## config.mk

```make
export PLATFORM = sky130hd
export DESIGN_NAME = utf8_sanitize_replace_unit
export DESIGN_NICKNAME = d
export VERILOG_FILES = /design/src/sv/utf8s_pkg.sv /design/src/sv/utf8_sanitize_replace_unit.sv /design/src/sv/utf8s_front.sv /design/src/sv/utf8s_fifo.sv /design/src/sv/utf8s_back.sv
export VERILOG_INCLUDE_DIRS = /design/src /design/src/sv
export SDC_FILE = /design/constraint.sdc
export NUM_CORES = 1
export LEC_CHECK = 0
export ABC_CLOCK_PERIOD_IN_PS = 6700
export BUFFER_PORTS_ARGS = -buffer_cell sky130_fd_sc_hd__buf_2
export CAP_MARGIN = 5
export CORE_MARGIN = 3
export CORE_UTILIZATION = 62
export CTS_CLUSTER_DIAMETER = 120
export DETAILED_ROUTE_END_ITERATION = 8
export PLACE_DENSITY = 0.8
export SYNTH_ARGS = -nofsm -noshare
export SYNTH_HDL_FRONTEND = slang
export SYNTH_HIERARCHICAL = 1
export SYNTH_SLANG_ARGS = --single-unit
```

## constraint.sdc

```tcl
create_clock -name clk_i -period 6.7 [get_ports clk_i]
set_input_delay 1.34 -clock clk_i [delete_from_list [all_inputs] [get_ports clk_i]]
set_output_delay 1.34 -clock clk_i [all_outputs]
set_load 0.01 [all_outputs]
```

## src/sv/utf8_sanitize_replace_unit_macros.svh

```systemverilog
// Assertion helpers for the UTF-8 sanitizer; all sample on clk_i and stay off during reset.
`ifndef UTF8_SANITIZE_REPLACE_UNIT_MACROS_SVH
`define UTF8_SANITIZE_REPLACE_UNIT_MACROS_SVH

// Consequent must hold in the same cycle as the antecedent.
`define UTF8S_ASSERT_SAME(label, ante, cons, msg) \
  label: assert property (@(posedge clk_i) disable iff (!rst_ni) (ante) |-> (cons)) \
    else $error(msg);

// Consequent must hold in the cycle after the antecedent.
`define UTF8S_ASSERT_NEXT(label, ante, cons, msg) \
  label: assert property (@(posedge clk_i) disable iff (!rst_ni) (ante) |=> (cons)) \
    else $error(msg);

`endif

```

## src/sv/utf8s_pkg.sv

```systemverilog
package utf8s_pkg;

  typedef logic [7:0] byte_t;

  // Work descriptor from front to back: replacements first, then plain bytes.
  typedef struct packed {
    logic             last;     // input beat closed the string
    logic [2:0]       rep_cnt;  // number of EF BF BD triples, 0-4
    logic [2:0]       dat_cnt;  // number of pass-through bytes, 0-4
    logic [3:0][7:0]  dat;      // pass-through bytes, index 0 first
  } cmd_t;

endpackage

```

## src/sv/utf8_sanitize_replace_unit.sv

```systemverilog
// Strict UTF-8 sanitizer: raw bytes in, well-formed UTF-8 out.
// Slave stream: one raw byte per beat in tdata, tlast marks the last byte of a string.
// Master stream: one output byte per beat; tlast marks the last byte caused by one
// input beat, tuser marks the final byte of the whole string.
// Malformed bytes are replaced by EF BF BD; a byte that breaks an open sequence
// replaces each held byte and is then decoded again as a fresh start.
// The first output byte of an input beat passes through the descriptor queue and then the output register.
// Throughput: one output byte per cycle while m_axis_tready_i is high, set by the single
// output register; an input beat that expands to up to 12 bytes holds the back end until its
// last byte is loaded, while the front keeps accepting until the QUEUE_DEPTH-entry queue is full.
// Bytes that only extend an open sequence produce no output.
// Reset empties the queue, drops any open sequence and clears the output register.
// A stall on m_axis_tready_i holds the output beat; the queue then fills and
// s_axis_tready_o falls until the back end moves again.
`include "utf8_sanitize_replace_unit_macros.svh"

module utf8_sanitize_replace_unit #(
  parameter int unsigned QUEUE_DEPTH = 2
) (
  input  logic        clk_i,
  input  logic        rst_ni,
  input  logic        s_axis_tvalid_i,
  output logic        s_axis_tready_o,
  input  logic [7:0]  s_axis_tdata_i,   // [7:0] in_byte
  input  logic        s_axis_tlast_i,
  output logic        m_axis_tvalid_o,
  input  logic        m_axis_tready_i,
  output logic [7:0]  m_axis_tdata_o,   // [7:0] out_byte
  output logic        m_axis_tlast_o,
  output logic        m_axis_tuser_o    // [0] stream_end
);

  logic             push;
  logic             pop;
  logic             q_full;
  logic             q_valid;
  logic             front_empty;
  logic             last_fire;
  logic             end_beat;
  logic             idle_work;
  utf8s_pkg::cmd_t  push_cmd;
  utf8s_pkg::cmd_t  head_cmd;

  // Classification and sequence tracking
  utf8s_front u_front (
    .clk_i      (clk_i),
    .rst_ni     (rst_ni),
    .in_valid_i (s_axis_tvalid_i),
    .in_ready_o (s_axis_tready_o),
    .in_byte_i  (s_axis_tdata_i),
    .in_last_i  (s_axis_tlast_i),
    .push_o     (push),
    .cmd_o      (push_cmd),
    .full_i     (q_full),
    .empty_o    (front_empty)
  );

  // Descriptor queue
  utf8s_fifo #(
    .Depth (QUEUE_DEPTH)
  ) u_fifo (
    .clk_i   (clk_i),
    .rst_ni  (rst_ni),
    .push_i  (push),
    .cmd_i   (push_cmd),
    .full_o  (q_full),
    .pop_i   (pop),
    .valid_o (q_valid),
    .head_o  (head_cmd)
  );

  // Byte emitter
  utf8s_back u_back (
    .clk_i        (clk_i),
    .rst_ni       (rst_ni),
    .head_valid_i (q_valid),
    .head_i       (head_cmd),
    .pop_o        (pop),
    .out_valid_o  (m_axis_tvalid_o),
    .out_ready_i  (m_axis_tready_i),
    .out_byte_o   (m_axis_tdata_o),
    .out_last_o   (m_axis_tlast_o),
    .out_end_o    (m_axis_tuser_o)
  );

  // Terms watched by the checks below
  assign last_fire = s_axis_tvalid_i && s_axis_tready_o && s_axis_tlast_i;
  assign end_beat  = m_axis_tvalid_o && m_axis_tuser_o;
  assign idle_work = q_valid && !m_axis_tvalid_o;

  // End of string always closes the run of its input beat
  `UTF8S_ASSERT_SAME(a_end_is_last, end_beat, m_axis_tlast_o, "stream end without run end")
  // The last byte of a string leaves no open sequence behind
  `UTF8S_ASSERT_NEXT(a_last_clears_hold, last_fire, front_empty, "sequence held after last byte")
  // Queued work reaches an empty output register in the next cycle
  `UTF8S_ASSERT_NEXT(a_queue_drains, idle_work, m_axis_tvalid_o, "queued work not moved out")

endmodule

```

## src/sv/utf8s_front.sv

```systemverilog
module utf8s_front (
  input  logic                clk_i,
  input  logic                rst_ni,
  input  logic                in_valid_i,
  output logic                in_ready_o,
  input  utf8s_pkg::byte_t    in_byte_i,
  input  logic                in_last_i,
  output logic                push_o,
  output utf8s_pkg::cmd_t     cmd_o,
  input  logic                full_i,
  output logic                empty_o
);

  localparam utf8s_pkg::byte_t AsciiMax = 8'h7F;
  localparam utf8s_pkg::byte_t ContLo   = 8'h80;
  localparam utf8s_pkg::byte_t ContHi   = 8'hBF;
  localparam utf8s_pkg::byte_t Lead2Lo  = 8'hC2;
  localparam utf8s_pkg::byte_t Lead2Hi  = 8'hDF;
  localparam utf8s_pkg::byte_t Lead3Lo  = 8'hE0;
  localparam utf8s_pkg::byte_t Lead3Hi  = 8'hEF;
  localparam utf8s_pkg::byte_t Lead4Lo  = 8'hF0;
  localparam utf8s_pkg::byte_t Lead4Hi  = 8'hF4;
  localparam utf8s_pkg::byte_t LeadE0   = 8'hE0;
  localparam utf8s_pkg::byte_t LeadED   = 8'hED;
  localparam utf8s_pkg::byte_t LeadF0   = 8'hF0;
  localparam utf8s_pkg::byte_t LeadF4   = 8'hF4;
  localparam utf8s_pkg::byte_t E0SecLo  = 8'hA0;
  localparam utf8s_pkg::byte_t EDSecHi  = 8'h9F;
  localparam utf8s_pkg::byte_t F0SecLo  = 8'h90;
  localparam utf8s_pkg::byte_t F4SecHi  = 8'h8F;

  utf8s_pkg::byte_t held_q [3];
  utf8s_pkg::byte_t held_d [3];
  logic [1:0]       hcnt_q, hcnt_d;
  logic [2:0]       need_q, need_d;

  utf8s_pkg::byte_t lo, hi;
  logic             fits;
  logic             is_ascii;
  logic [2:0]       lead_len;
  logic             start;
  logic             accept;
  utf8s_pkg::cmd_t  cmd;

  // Continuation range, narrowed on the second byte for special leads
  always_comb begin
    lo = ContLo;
    hi = ContHi;
    if (hcnt_q == 2'd1) begin
      unique case (held_q[0])
        LeadE0:  lo = E0SecLo;
        LeadED:  hi = EDSecHi;
        LeadF0:  lo = F0SecLo;
        LeadF4:  hi = F4SecHi;
        default: begin
        end
      endcase
    end
  end

  assign fits     = (in_byte_i >= lo) && (in_byte_i <= hi);
  assign is_ascii = in_byte_i <= AsciiMax;

  // Lead classification; zero means not a valid lead
  always_comb begin
    lead_len = 3'd0;
    priority if (in_byte_i >= Lead2Lo && in_byte_i <= Lead2Hi) begin
      lead_len = 3'd2;
    end else if (in_byte_i >= Lead3Lo && in_byte_i <= Lead3Hi) begin
      lead_len = 3'd3;
    end else if (in_byte_i >= Lead4Lo && in_byte_i <= Lead4Hi) begin
      lead_len = 3'd4;
    end else begin
      lead_len = 3'd0;
    end
  end

  // Sequence tracking and descriptor build
  always_comb begin
    held_d   = held_q;
    hcnt_d   = hcnt_q;
    need_d   = need_q;
    cmd      = '0;
    cmd.last = in_last_i;
    start    = 1'b0;
    if (hcnt_q == 2'd0) begin
      start = 1'b1;
    end else if (fits) begin
      if (({1'b0, hcnt_q} + 3'd1) >= need_q) begin
        // sequence complete: held bytes then this one
        cmd.dat[0]  = held_q[0];
        cmd.dat[1]  = (hcnt_q == 2'd1) ? in_byte_i : held_q[1];
        cmd.dat[2]  = (hcnt_q == 2'd2) ? in_byte_i : held_q[2];
        cmd.dat[3]  = in_byte_i;
        cmd.dat_cnt = {1'b0, hcnt_q} + 3'd1;
        hcnt_d      = 2'd0;
        need_d      = 3'd0;
      end else begin
        held_d[hcnt_q] = in_byte_i;
        hcnt_d         = hcnt_q + 2'd1;
      end
    end else begin
      // broken sequence: each held byte is replaced, byte is looked at again
      cmd.rep_cnt = {1'b0, hcnt_q};
      hcnt_d      = 2'd0;
      need_d      = 3'd0;
      start       = 1'b1;
    end
    if (start) begin
      if (is_ascii) begin
        cmd.dat[0]  = in_byte_i;
        cmd.dat_cnt = 3'd1;
      end else if (lead_len != 3'd0) begin
        held_d[0] = in_byte_i;
        hcnt_d    = 2'd1;
        need_d    = lead_len;
      end else begin
        cmd.rep_cnt = cmd.rep_cnt + 3'd1;
      end
    end
    // end of string flushes whatever is still open
    if (in_last_i) begin
      cmd.rep_cnt = cmd.rep_cnt + {1'b0, hcnt_d};
      hcnt_d      = 2'd0;
      need_d      = 3'd0;
    end
  end

  assign in_ready_o = !full_i;
  assign accept     = in_valid_i && in_ready_o;
  assign push_o     = accept && ((cmd.rep_cnt != 3'd0) || (cmd.dat_cnt != 3'd0));
  assign cmd_o      = cmd;
  assign empty_o    = hcnt_q == 2'd0;

  // Control state
  always_ff @(posedge clk_i or negedge rst_ni) begin
    if (!rst_ni) begin
      hcnt_q <= 2'd0;
      need_q <= 3'd0;
    end else if (accept) begin
      hcnt_q <= hcnt_d;
      need_q <= need_d;
    end
  end

  // Held bytes, valid only below the count
  always_ff @(posedge clk_i) begin
    if (accept) begin
      held_q <= held_d;
    end
  end

endmodule

```

## src/sv/utf8s_fifo.sv

```systemverilog
module utf8s_fifo #(
  parameter int unsigned Depth = 2
) (
  input  logic             clk_i,
  input  logic             rst_ni,
  input  logic             push_i,
  input  utf8s_pkg::cmd_t  cmd_i,
  output logic             full_o,
  input  logic             pop_i,
  output logic             valid_o,
  output utf8s_pkg::cmd_t  head_o
);

  localparam int unsigned PtrW = (Depth > 1) ? $clog2(Depth) : 1;
  localparam int unsigned CntW = $clog2(Depth + 1);

  utf8s_pkg::cmd_t  mem_q [Depth];
  logic [PtrW-1:0]  wptr_q, rptr_q;
  logic [CntW-1:0]  cnt_q;

  assign full_o  = cnt_q == CntW'(Depth);
  assign valid_o = cnt_q != '0;
  assign head_o  = mem_q[rptr_q];

  // Storage
  always_ff @(posedge clk_i) begin
    if (push_i) begin
      mem_q[wptr_q] <= cmd_i;
    end
  end

  // Pointers and fill count
  always_ff @(posedge clk_i or negedge rst_ni) begin
    if (!rst_ni) begin
      wptr_q <= '0;
      rptr_q <= '0;
      cnt_q  <= '0;
    end else begin
      if (push_i) begin
        wptr_q <= (wptr_q == PtrW'(Depth - 1)) ? '0 : wptr_q + PtrW'(1);
      end
      if (pop_i) begin
        rptr_q <= (rptr_q == PtrW'(Depth - 1)) ? '0 : rptr_q + PtrW'(1);
      end
      unique case ({push_i, pop_i})
        2'b10:   cnt_q <= cnt_q + CntW'(1);
        2'b01:   cnt_q <= cnt_q - CntW'(1);
        default: cnt_q <= cnt_q;
      endcase
    end
  end

endmodule

```

## src/sv/utf8s_back.sv

```systemverilog
module utf8s_back (
  input  logic                clk_i,
  input  logic                rst_ni,
  input  logic                head_valid_i,
  input  utf8s_pkg::cmd_t     head_i,
  output logic                pop_o,
  output logic                out_valid_o,
  input  logic                out_ready_i,
  output utf8s_pkg::byte_t    out_byte_o,
  output logic                out_last_o,
  output logic                out_end_o
);

  typedef enum logic [1:0] {PH_EF, PH_BF, PH_BD} ph_e;

  logic [2:0]        rdone_q;
  ph_e               ph_q;
  logic [1:0]        di_q;
  logic              out_valid_q;
  utf8s_pkg::byte_t  out_byte_q;
  logic              out_last_q, out_end_q;

  logic              in_rep;
  logic              is_final;
  logic              load;
  utf8s_pkg::byte_t  repl;
  utf8s_pkg::byte_t  cur_byte;

  // Replacement character U+FFFD, one byte per phase
  always_comb begin
    unique case (ph_q)
      PH_EF:   repl = 8'hEF;
      PH_BF:   repl = 8'hBF;
      PH_BD:   repl = 8'hBD;
      default: repl = 8'hEF;
    endcase
  end

  assign in_rep   = rdone_q < head_i.rep_cnt;
  assign cur_byte = in_rep ? repl : head_i.dat[di_q];
  assign is_final = in_rep
                  ? ((ph_q == PH_BD) && ((rdone_q + 3'd1) == head_i.rep_cnt)
                     && (head_i.dat_cnt == 3'd0))
                  : (({1'b0, di_q} + 3'd1) == head_i.dat_cnt);

  assign load  = head_valid_i && (!out_valid_q || out_ready_i);
  assign pop_o = load && is_final;

  // Position within the current descriptor and the output beat register
  always_ff @(posedge clk_i or negedge rst_ni) begin
    if (!rst_ni) begin
      rdone_q     <= 3'd0;
      ph_q        <= PH_EF;
      di_q        <= 2'd0;
      out_valid_q <= 1'b0;
      out_byte_q  <= '0;
      out_last_q  <= 1'b0;
      out_end_q   <= 1'b0;
    end else begin
      if (load) begin
        out_valid_q <= 1'b1;
      end else if (out_ready_i) begin
        out_valid_q <= 1'b0;
      end
      if (load) begin
        out_byte_q <= cur_byte;
        out_last_q <= is_final;
        out_end_q  <= is_final && head_i.last;
        if (is_final) begin
          rdone_q <= 3'd0;
          ph_q    <= PH_EF;
          di_q    <= 2'd0;
        end else if (in_rep) begin
          unique case (ph_q)
            PH_EF:   ph_q <= PH_BF;
            PH_BF:   ph_q <= PH_BD;
            default: begin
              ph_q    <= PH_EF;
              rdone_q <= rdone_q + 3'd1;
            end
          endcase
        end else begin
          di_q <= di_q + 2'd1;
        end
      end
    end
  end

  assign out_valid_o = out_valid_q;
  assign out_byte_o  = out_byte_q;
  assign out_last_o  = out_last_q;
  assign out_end_o   = out_end_q;

endmodule
```

==> qor.yml, run 1 <==
finish:
  layout.cells.non_filler: 654
  areaGrowthSynthToFinish_pct: 11.6
  post_route_cells_drive_above_1_share_pct: 26.3
  nets: 547
  final_util_pct: 72.2
  n_antenna_cell: 0
  final_cell_area_mm2: 0.00716
die:
  core_mm2: 0.00991
  io_pins: 25
  die_h_um: 108
  num_rows: 36
  start_util_pct: 64.7
  die_area_mm2: 0.0116
  die_w_um: 108
setup_path:
  crit_buf_inv: 4
  worstPathCellList: "inv_1, ha_1, nand3_1, nor4_1, ha_1, nand2_1, nor4_1, o32a_2, nor3_1, nand2_1, nand2_1, ha_1, inv_1, fa_1, nand2b_1, o21ai_0, o21ai_0, o2111ai_1, o31a_1, inv_1, nor2_4, buf_4"
  worstSetupPathType: "flip-flop to flip-flop"
  crit_family: "simple AND/OR/NAND/NOR gates"
  slowest_stage: "nor2_4"
  critPathMaxFanout: 24
  arrival_ps: 5700
  cp_slowest_stage_delay_ps: 550
  regToRegEndpoint: "u_fifo/mem_q[0][19]"
  setup.worst_path.start_class: "flip-flop"
  cp.required_ps: 6910
  reg2reg_depth: 22
  r2r_setup_slack_ps: 1200
  cp-end-kind: "flip-flop"
  r2r_start: "u_front/hcnt_q[1]"
worst_hold_path:
  hold-path-endpoint: "u_back/out_byte_o[2]"
  hold_depth: 2
  holdCritStartpoint: "u_back/out_byte_o[2]"
  hold_path_class: "flip-flop to flip-flop"
placed_design:
  io_buffers: 24
  dp_cells: 623
  placed_area_mm2: 0.00660
  hpwl_um: 8530
  routabilityCongestion: 0.899
timing:
  rsz0062_at_grt: "false"
  finalSetupViolCount: 0
  hold_viol: 0
  relSlewSlack_pct: 51.5
  finalMaxSlewViolations: 0
  tightest_slew_ps: 727
  fin_setup_tns_ps: 0
  period_needed_ps: 5500
  fin_crit_sh_pct: 82.0
  skew_ps: 6.76
  fmax_ghz: 0.182
synthesis:
  synth_cell_types: 63
  ys_warn_count: 6
  async_flop_share_pct: 20.9
  synthFlopType: "edfxtp_1"
  syn_nets: 521
  synth_seq_cells: 129
  synth-edff-count: 102
  yosysTopAreaCellShare_pct: 47.8
  ys_top_cells_by_count: "102 x edfxtp_1, 59 x mux2_2, 47 x nand2_1"
  yosysSeqAreaShare_pct: 58.3
  synth_top_cell_by_area: "edfxtp_1"
  yosysMostFrequentCell: "edfxtp_1"
  syn_avg_cell_area_um2: 13.3
  ys_top_cells_by_area: "edfxtp_1 48%, dfrtp_1 11%, mux2_2 10%, ha_1 4.7%, mux4_2 2.8%"
  netlist_area_mm2: 0.00641
  synthCells: 483
power:
  leakagePower_nw: 2.69
  power.total_w: 0.00300
  peakVddDrop_mv: 0.213
  pwr_density_cell_mw_per_mm2: 419
routing:
  vias_per_cell: 5.91
  drt_drc_violations_left: 0
  ant_nets: 0
  wl_um: 12400
  dr.first_iter.drc_count: 302
  vias: 3868
  detail_route.wl_per_cell_um: 19.0
  drtPass1Iterations: 5
run_status:
  status: "completed"
clock_network:
  ctsHoldBuffers: 0
  root_buffer: "clkbuf_8"
  cts_inserted_buffers: 17
  h-tree-depth: 4
  post_cts_resized: 0
  clk_path_buf_depth: 2
  cts_tree: "yes"
  path_clk_slew_ps: 60
  post_cts_buffers: 0
  numClockSinks: 129
  clk_latency_ps: 520
grt:
  grt_pass1_vias: 3821
  grt_max_degree: 41
  grt_antenna_before_repair: 0
  grt_usage_pct: 23.3
  grt_pass1_wl_um: 20100
  grt.overflow.total: 0
run:
  cap_violations: 0
==> how the worst max path moves through the flow <==
stage | start | end | slack [ps] | cells after the start
5_1_grt | u_front/hcnt_q[1] | u_fifo/mem_q[0][26] | 810 | 22
3_5_place_dp | s_axis_tdata_i[4] | u_fifo/mem_q[0][26] | 1250 | 19
4_1_cts | u_front/hcnt_q[1] | u_fifo/mem_q[0][10] | 1290 | 22
3_3_place_gp | s_axis_tdata_i[1] | u_fifo/mem_q[0][2] | 1380 | 17
6_report | u_front/hcnt_q[1] | u_fifo/mem_q[0][19] | 1200 | 22
2_1_floorplan | s_axis_tdata_i[1] | u_fifo/mem_q[0][0] | 840 | 15
==> metal layers <==
metal / wire, µm / GRT usage (%) / vias up
li1: - / - / 1830
met1: 5610 / 33.5 / 1882
met2: 5870 / 34.5 / 138
met3: 759 / 6.66 / 18
met4: 205 / 7.30 / 0
met5: 0 / 0 / -
==> cells in the final DEF (no fill, tap or decap), types with 8 or more instances in the layout <==
master	n
a21oi_1	8
and2_1	25
buf_2	24
clkbuf_16	16
dfrtp_1	27
edfxtp_1	102
ha_1	24
inv_1	22
mux2_2	59
mux4_2	8
nand2_1	47
nand2b_1	9
nor2_1	23
nor3_1	10
o21ai_0	21
==> kinds of logic after synthesis <==
kind of cell	after synthesis	share of synthesized area (%)
xor+xnor	11	1.74
flops	129	58.3
fa+ha+maj	25	4.99
mux	68	13.3
simple gates	140	11.3
buf+inv	43	3.37
other cells	1	0.0585
compound gates	66	6.93
==> metrics by stage <==
step | worst slack (ps) | hold slack, ps
finish | 1200 | 469
global route | 806 | 502
CTS | 1290 | 474
detailed placement | 1250 | 460
global placement | 1380 | 453
floorplan | 839 | 449
==> registers in the layout, indices dropped and copies added, names as in the netlist <==
register            count
u_back/out_end_o        1
u_fifo/mem_q           78
u_front/hcnt_q          2
u_back/out_valid_o      1
u_back/out_byte_o       8
u_back/out_last_o       1
u_front/need_q          3
u_fifo/cnt_q            2
u_back/ph_q             2
u_back/di_q             2
u_fifo/wptr_q           1
u_front/held_q         24
u_back/rdone_q          3
u_fifo/rptr_q           1
==> where the power goes <==
group / switching (W) / internal (W)
Combinational: 0.000520 / 0.000427
Clock: 0.000335 / 0.000524
Sequential: 0.000112 / 0.00108
Total: 0.000967 / 0.00203
==> worst min-delay path: cells and delay by family (launching register included) <==
family / cells / cell delay (ps)
flops: 1 / 340
simple gates: 2 / 100
==> area by class of cell <==
type	count	area [µm²]
flip-flops and latches	129	3740
fillers	632	2750
multi-input cells	311	2470
clock buffers	17	414
well taps	133	166
clock inverters	14	143
repair buffers	27	143
inverters	23	86.3
Note: power is estimated with default switching activity, not from simulation.
==> inputs of run 2 (changes only) <==
--- a/config.mk
+++ b/config.mk
@@ -6,14 +6,14 @@
 export SDC_FILE = /design/constraint.sdc
 export NUM_CORES = 1
 export LEC_CHECK = 0
-export ABC_CLOCK_PERIOD_IN_PS = 6700
+export ABC_CLOCK_PERIOD_IN_PS = 4450
 export BUFFER_PORTS_ARGS = -buffer_cell sky130_fd_sc_hd__buf_2
 export CAP_MARGIN = 5
 export CORE_MARGIN = 3
-export CORE_UTILIZATION = 62
+export CORE_UTILIZATION = 56
 export CTS_CLUSTER_DIAMETER = 120
 export DETAILED_ROUTE_END_ITERATION = 8
-export PLACE_DENSITY = 0.8
+export PLACE_DENSITY = 0.76
 export SYNTH_ARGS = -nofsm -noshare
 export SYNTH_HDL_FRONTEND = slang
 export SYNTH_HIERARCHICAL = 1
==> constraint.sdc (replaced) <==
create_clock -name clk_i -period 4.45 [get_ports clk_i]
set_input_delay 0.89 -clock clk_i [delete_from_list [all_inputs] [get_ports clk_i]]
set_output_delay 0.89 -clock clk_i [all_outputs]
set_load 0.01 [all_outputs]
==> qor.yml, run 2 (synthesis gave the netlist of run 1 again) <==
timing:
  fmax_ghz: 0.233  # +28%
  period_needed_ps: 4290  # -1210 ps
  fin_crit_sh_pct: 96.4  # +14 points
  fin_ws_ps: 162  # -1040 ps
  hold_viol: 0  # unchanged
  relSlewSlack_pct: 47.4  # -4.1 points
  finalMaxSlewViolations: 0  # unchanged
  hold_ws_ps: 479  # +9.16 ps
  tightest_slew_ps: 789  # +61.6 ps
  finalSetupViolCount: 0  # unchanged
  skew_ps: 9.74  # +2.98 ps
grt:
  grt_max_degree: 40  # -2.4%
  grt_pass1_vias: 3971  # +3.9%
  grt_pass1_wl_um: 21500  # +7.1%
  grt_antenna_before_repair: 0  # unchanged
  grt_usage_pct: 22.0  # -1.3 points
  grt.overflow.total: 0  # unchanged
die:
  die_w_um: 113  # +4.9%
  core_mm2: 0.0110  # +11%
  start_util_pct: 58.1  # -6.6 points
  die_area_mm2: 0.0128  # +10%
  num_rows: 38  # +5.6%
  die_h_um: 113  # +4.9%
  io_pins: 25  # unchanged
finish:
  layout_common_cells: "102 x edfxtp_1, 59 x mux2_2, 46 x nand2_1"
  post_route_cells_drive_above_1_share_pct: 33.5  # +7.2 points
  n_antenna_cell: 0  # unchanged
  nets: 571  # +4.4%
  fillCellCount: 741  # +17%
  mostFrequentLayoutCell: "edfxtp_1"
  largest_register_ffs: 78  # unchanged
  top_register: "u_fifo/mem_q"
  areaGrowthSynthToFinish_pct: 18.0
clock_network:
  root_buffer: "clkbuf_16"
  h-tree-depth: 4  # unchanged
  numClockSinks: 129  # unchanged
  cts_tree: "yes"
  cts_inserted_buffers: 17  # unchanged
  clk_path_buf_depth: 2  # unchanged
  clk_latency_ps: 420  # -100 ps
  ctsHoldBuffers: 0  # unchanged
  path_clk_slew_ps: 60  # about the same
run:
  cap_violations: 0  # unchanged
setup_path:
  r2r_setup_slack_ps: 160  # -1040 ps
  arrival_ps: 4420  # -1280 ps
  setup.worst_path.start_class: "flip-flop"
  worstSetupPathType: "flip-flop to flip-flop"
  cp.required_ps: 4580  # -2330 ps
  cp-end-kind: "flip-flop"
  critPathMaxFanout: 10  # -58%
placed_design:
  hpwl_um: 8870  # +4.0%
  io_buffers: 24  # unchanged
  routabilityCongestion: 0.883  # -1.7%
  dp_slack_ps: -80.9  # -1330 ps
routing:
  detail_route.wl_per_cell_um: 19.9  # +4.4%
  vias: 4029  # +4.2%
  drt_drc_violations_left: 0  # unchanged
  dr.first_iter.drc_count: 349  # +16%
  drtPass1Iterations: 4  # -1
  ant_nets: 0  # unchanged
  vias_per_cell: 5.87  # -0.70%
  wl_um: 13600  # +9.5%
run_status:
  status: "completed"
power:
  pwr_density_cell_mw_per_mm2: 626  # +49%
  leakagePower_nw: 2.89  # +7.2%
  peakVddDrop_mv: 0.416  # +95%
worst_hold_path:
  hold_path_class: "flip-flop to flip-flop"
==> run 2: changes by cell type in the layout (fill, tap and decap cells not counted), sizes merged <==
cell | before | now
buf | 27 | 49
clkbuf | 17 | 19
clkinv | 4 | 3
inv | 24 | 31
clkinvlp | 7 | 3
bufinv | 2 | 1
==> run 2: final cells by class <==
class	count	area, µm²	share of cell area [%]
timing repair buffer	51	403	5.32
sequential	129	3740	49.4
inverter	23	90.1	1.19
clock buffer	17	425	5.62
multi-input combinational	311	2590	34.2
tap	140	175	2.31
clock inverter	15	149	1.97
==> run 2: layer usage <==
layer  GRT usage, %  vias up  wire length (µm)
li1               -     1884                 -
met1           31.1     2009              6190
met2           34.7      116              6530
met3           5.13       20               671
met4           5.85        0               238
met5              0        -                 0
==> run 2: repair_timing <==
action / in CTS / in global routing
endpoints found under the setup margin: 0 / 80
resized for setup: 0 / 22
setup buffers: 0 / 2
==> run 2: path summary, 6_finish.rpt <==
| check | startpoint | end | cells past startpoint |
|---|---|---|---|
| max in group asynchronous | rst_ni | u_back/out_byte_o[5] | 1 |
| max reg2reg | u_front/hcnt_q[1] | u_fifo/mem_q[0][30] | 20 |
| min in group asynchronous | rst_ni | u_back/out_end_o | 1 |
| min reg2reg | u_back/out_byte_o[7] | u_back/out_byte_o[7] | 2 |
| min | u_back/out_byte_o[7] | u_back/out_byte_o[7] | 2 |
| max | u_front/hcnt_q[1] | u_fifo/mem_q[0][30] | 20 |
==> run 2: stage by stage <==
step | TNS, ps | std cells | instance area (µm²) | power (W) | utilization (%)
final | 0 | 686 | 7570 | 0.00474 | 68.6
after floorplan | 0 | 483 | 6440 | 0.00290 | -
after global placement | 0 | 648 | 6780 | 0.00324 | 61.5
after detailed placement | -936 | 648 | 6780 | 0.00329 | 61.5
after CTS | 0 | 680 | 7350 | 0.00466 | 66.7
after global routing | -259 | 686 | 7570 | 0.00499 | 68.6
==> run 2: worst max-delay path: stages (launching register included) <==
cell	delay, ps
dfrtp_1	390
inv_2	100
ha_4	170
nand3_4	100
nor2_1	110
nand2_1	110
ha_4	290
nand2_1	50
nor4_2	280
o32a_4	290
nor3_2	50
ha_1	300
mux2_2	270
nand2_2	100
fa_1	450
mux2i_2	220
o31a_1	240
inv_2	90
nor2_4	110
buf_12	140
clkbuf_16	160
==> run 2: report_power, final <==
group | internal [W] | switching (W) | leakage [nW] | total, W
combinational | 0.000752 | 0.000848 | 1.32 | 0.00160
clock | 0.000786 | 0.000554 | 0.278 | 0.00134
sequential | 0.00163 | 0.000171 | 1.29 | 0.00180
total | 0.00316 | 0.00157 | 2.89 | 0.00474
==> inputs of run 3 (changes only) <==
--- a/config.mk
+++ b/config.mk
@@ -13,7 +13,7 @@
 export CORE_UTILIZATION = 56
 export CTS_CLUSTER_DIAMETER = 120
 export DETAILED_ROUTE_END_ITERATION = 8
-export PLACE_DENSITY = 0.76
+export PLACE_DENSITY = 0.77
 export SYNTH_ARGS = -nofsm -noshare
 export SYNTH_HDL_FRONTEND = slang
 export SYNTH_HIERARCHICAL = 1
==> qor.yml, run 3 (synthesis gave the netlist of run 1 again) <==
setup_path:
  setup.worst_path.start_class: "flip-flop"
  cp.required_ps: 4570  # about the same
  regToRegEndpoint: "u_fifo/mem_q[1][17]"
  arrival_ps: 4330  # -90 ps
  r2r_start: "u_front/held_q[17]"
  worstSetupPathType: "flip-flop to flip-flop"
  r2r_setup_slack_ps: 240  # +70 ps
  critPathMaxFanout: 19  # +9
  cp_slowest_stage_delay_ps: 420  # -30 ps
  reg2reg_depth: 20  # unchanged
  cp-end-kind: "flip-flop"
  worstPathCellList: "nor2_2, nand3_2, nor2_1, nand2_1, ha_1, nand2_1, nor4_1, o32a_2, and2b_2, a31o_2, ha_1, inv_1, fa_1, nand2b_4, o21ai_0, o21ai_0, o2111ai_1, o31a_1, and2_2, buf_12"
  slowest_stage: "edfxtp_1"
finish:
  largest_register_ffs: 78  # unchanged
  areaGrowthSynthToFinish_pct: 16.8
  post_route_cells_drive_above_1_share_pct: 30.8  # -2.7 points
  top_register: "u_fifo/mem_q"
  layout_common_cells: "102 x edfxtp_1, 59 x mux2_2, 47 x nand2_1"
  n_antenna_cell: 0  # unchanged
  nets: 567  # -0.70%
  fillCellCount: 778  # +5.0%
  mostFrequentLayoutCell: "edfxtp_1"
  layout.cells.non_filler: 682  # -0.58%
run_status:
  status: "completed"
timing:
  finalMaxSlewViolations: 0  # unchanged
  period_needed_ps: 4210  # -74.2 ps
  relSlewSlack_pct: 49.0  # +1.6 points
  fmax_ghz: 0.237  # +1.8%
  fin_setup_tns_ps: 0  # unchanged
  skew_ps: 14.1  # +4.35 ps
  tightest_slew_ps: 764  # -24.7 ps
  finalSetupViolCount: 0  # unchanged
  fin_crit_sh_pct: 94.7  # -1.7 points
  hold_viol: 0  # unchanged
  fin_ws_ps: 236  # +74.2 ps
worst_hold_path:
  hold-path-endpoint: "u_back/out_byte_o[3]"
  holdCritStartpoint: "u_back/out_byte_o[3]"
  hold_path_class: "flip-flop to flip-flop"
  hold_depth: 2  # unchanged
routing:
  vias_per_cell: 5.78  # -1.5%
  ant_nets: 0  # unchanged
  dr.first_iter.drc_count: 349  # unchanged
  wl_um: 12800  # -5.8%
  vias: 3944  # -2.1%
  detail_route.wl_per_cell_um: 18.8  # -5.3%
  drtPass1Iterations: 5  # +1
  drt_drc_violations_left: 0  # unchanged
clock_network:
  h-tree-depth: 4  # unchanged
  clk_path_buf_depth: 2  # unchanged
  clk_latency_ps: 420  # about the same
  cts_tree: "yes"
  cts_inserted_buffers: 17  # unchanged
  root_buffer: "clkbuf_16"
  numClockSinks: 129  # unchanged
  path_clk_slew_ps: 60  # about the same
die:
  io_pins: 25  # unchanged
  start_util_pct: 58.1  # unchanged
  die_area_mm2: 0.0128  # unchanged
  num_rows: 38  # unchanged
  core_mm2: 0.0110  # unchanged
  die_w_um: 113  # unchanged
  die_h_um: 113  # unchanged
placed_design:
  routabilityCongestion: 0.874  # -1.1%
  io_buffers: 24  # unchanged
  dp_slack_ps: -48.2  # +32.7 ps
  hpwl_um: 8710  # -1.8%
  dp_cells: 647  # -0.15%
power:
  pwr_density_cell_mw_per_mm2: 639  # +2.2%
  peakVddDrop_mv: 0.488  # +17%
  leakagePower_nw: 2.88  # -0.15%
grt:
  grt_antenna_before_repair: 0  # unchanged
  grt_pass1_vias: 4083  # +2.8%
  grt_pass1_wl_um: 20900  # -2.4%
  grt_max_degree: 33  # -18%
  grt.overflow.total: 0  # unchanged
  grt_usage_pct: 21.5  # -0.48 points
run:
  cap_violations: 0  # unchanged
## run 3: cell types whose count changed in the layout (fill, tap and decap cells not counted), sizes merged
cell,delta
clkinvlp,-2
inv,-8
bufinv,+4
clkinv,+3
clkbuf,+1
buf,-2
## run 3: per-stage QoR
| stage | util [%] | hold slack (ps) | power [W] | area (µm²) |
|---|---|---|---|---|
| 3_3_place_gp | 61.6 | 456 | 0.00325 | 6800 |
| 3_5_place_dp | 61.6 | 460 | 0.00329 | 6800 |
| 5_1_grt | 67.9 | 492 | 0.00506 | 7490 |
| 6_report | 67.9 | 467 | 0.00479 | 7490 |
| 4_1_cts | 67.4 | 473 | 0.00481 | 7440 |
| 2_1_floorplan | - | 449 | 0.00290 | 6440 |
## run 3: layout make-up
cell class	instances	area, µm²	area share (%)
sequential	129	3740	49.9
timing repair buffer	47	343	4.58
clock inverter	12	189	2.52
inverter	23	86.3	1.15
clock buffer	20	437	5.83
tap	140	175	2.34
multi-input combinational	311	2520	33.7
## run 3: repair_timing
action                                  in CTS  in global routing
gates resized for setup                      0                 11
setup buffers                                2                  1
endpoints found under the setup margin       1                 80
hold buffers                                 0                  0
pin swaps                                    0                  4
## run 3: critical path: cells and delay by family (launching register included)
family / cells / cell delay [ps]
flip-flops: 1 / 420
adder cells (fa/ha/maj): 3 / 830
AND/OR/NAND/NOR: 9 / 1420
AO/OA/AOI/OAI: 6 / 1000
buffers and inverters: 2 / 250
## run 3: routing by layer
metal  vias up  track usage (%)  routed length (µm)
met2       113             33.1                6120
met4         0             8.97                 221
li1       1877                -                   -
met5         -                0                   0
met1      1931             29.1                5890
met3        23             5.94                 596
## run 3: worst max-delay path by stage
stage                             startpoint                   to  cells after the start
after CTS                 u_front/held_q[17]      u_fifo/cnt_q[1]                     21
after global placement     s_axis_tdata_i[4]      u_fifo/cnt_q[1]                     19
after detailed placement   s_axis_tdata_i[4]      u_fifo/cnt_q[1]                     19
after global routing       u_front/hcnt_q[1]      u_fifo/cnt_q[1]                     23
after floorplan            u_front/hcnt_q[1]   u_fifo/mem_q[0][0]                     18
final                     u_front/held_q[17]  u_fifo/mem_q[1][17]                     20
## run 3: power breakdown
part / switching (W) / total [W] / leakage (nW) / internal (W)
Sequential: 0.000177 / 0.00180 / 1.29 / 0.00163
Clock: 0.000488 / 0.00147 / 0.303 / 0.000987
Combinational: 0.000800 / 0.00151 / 1.29 / 0.000712
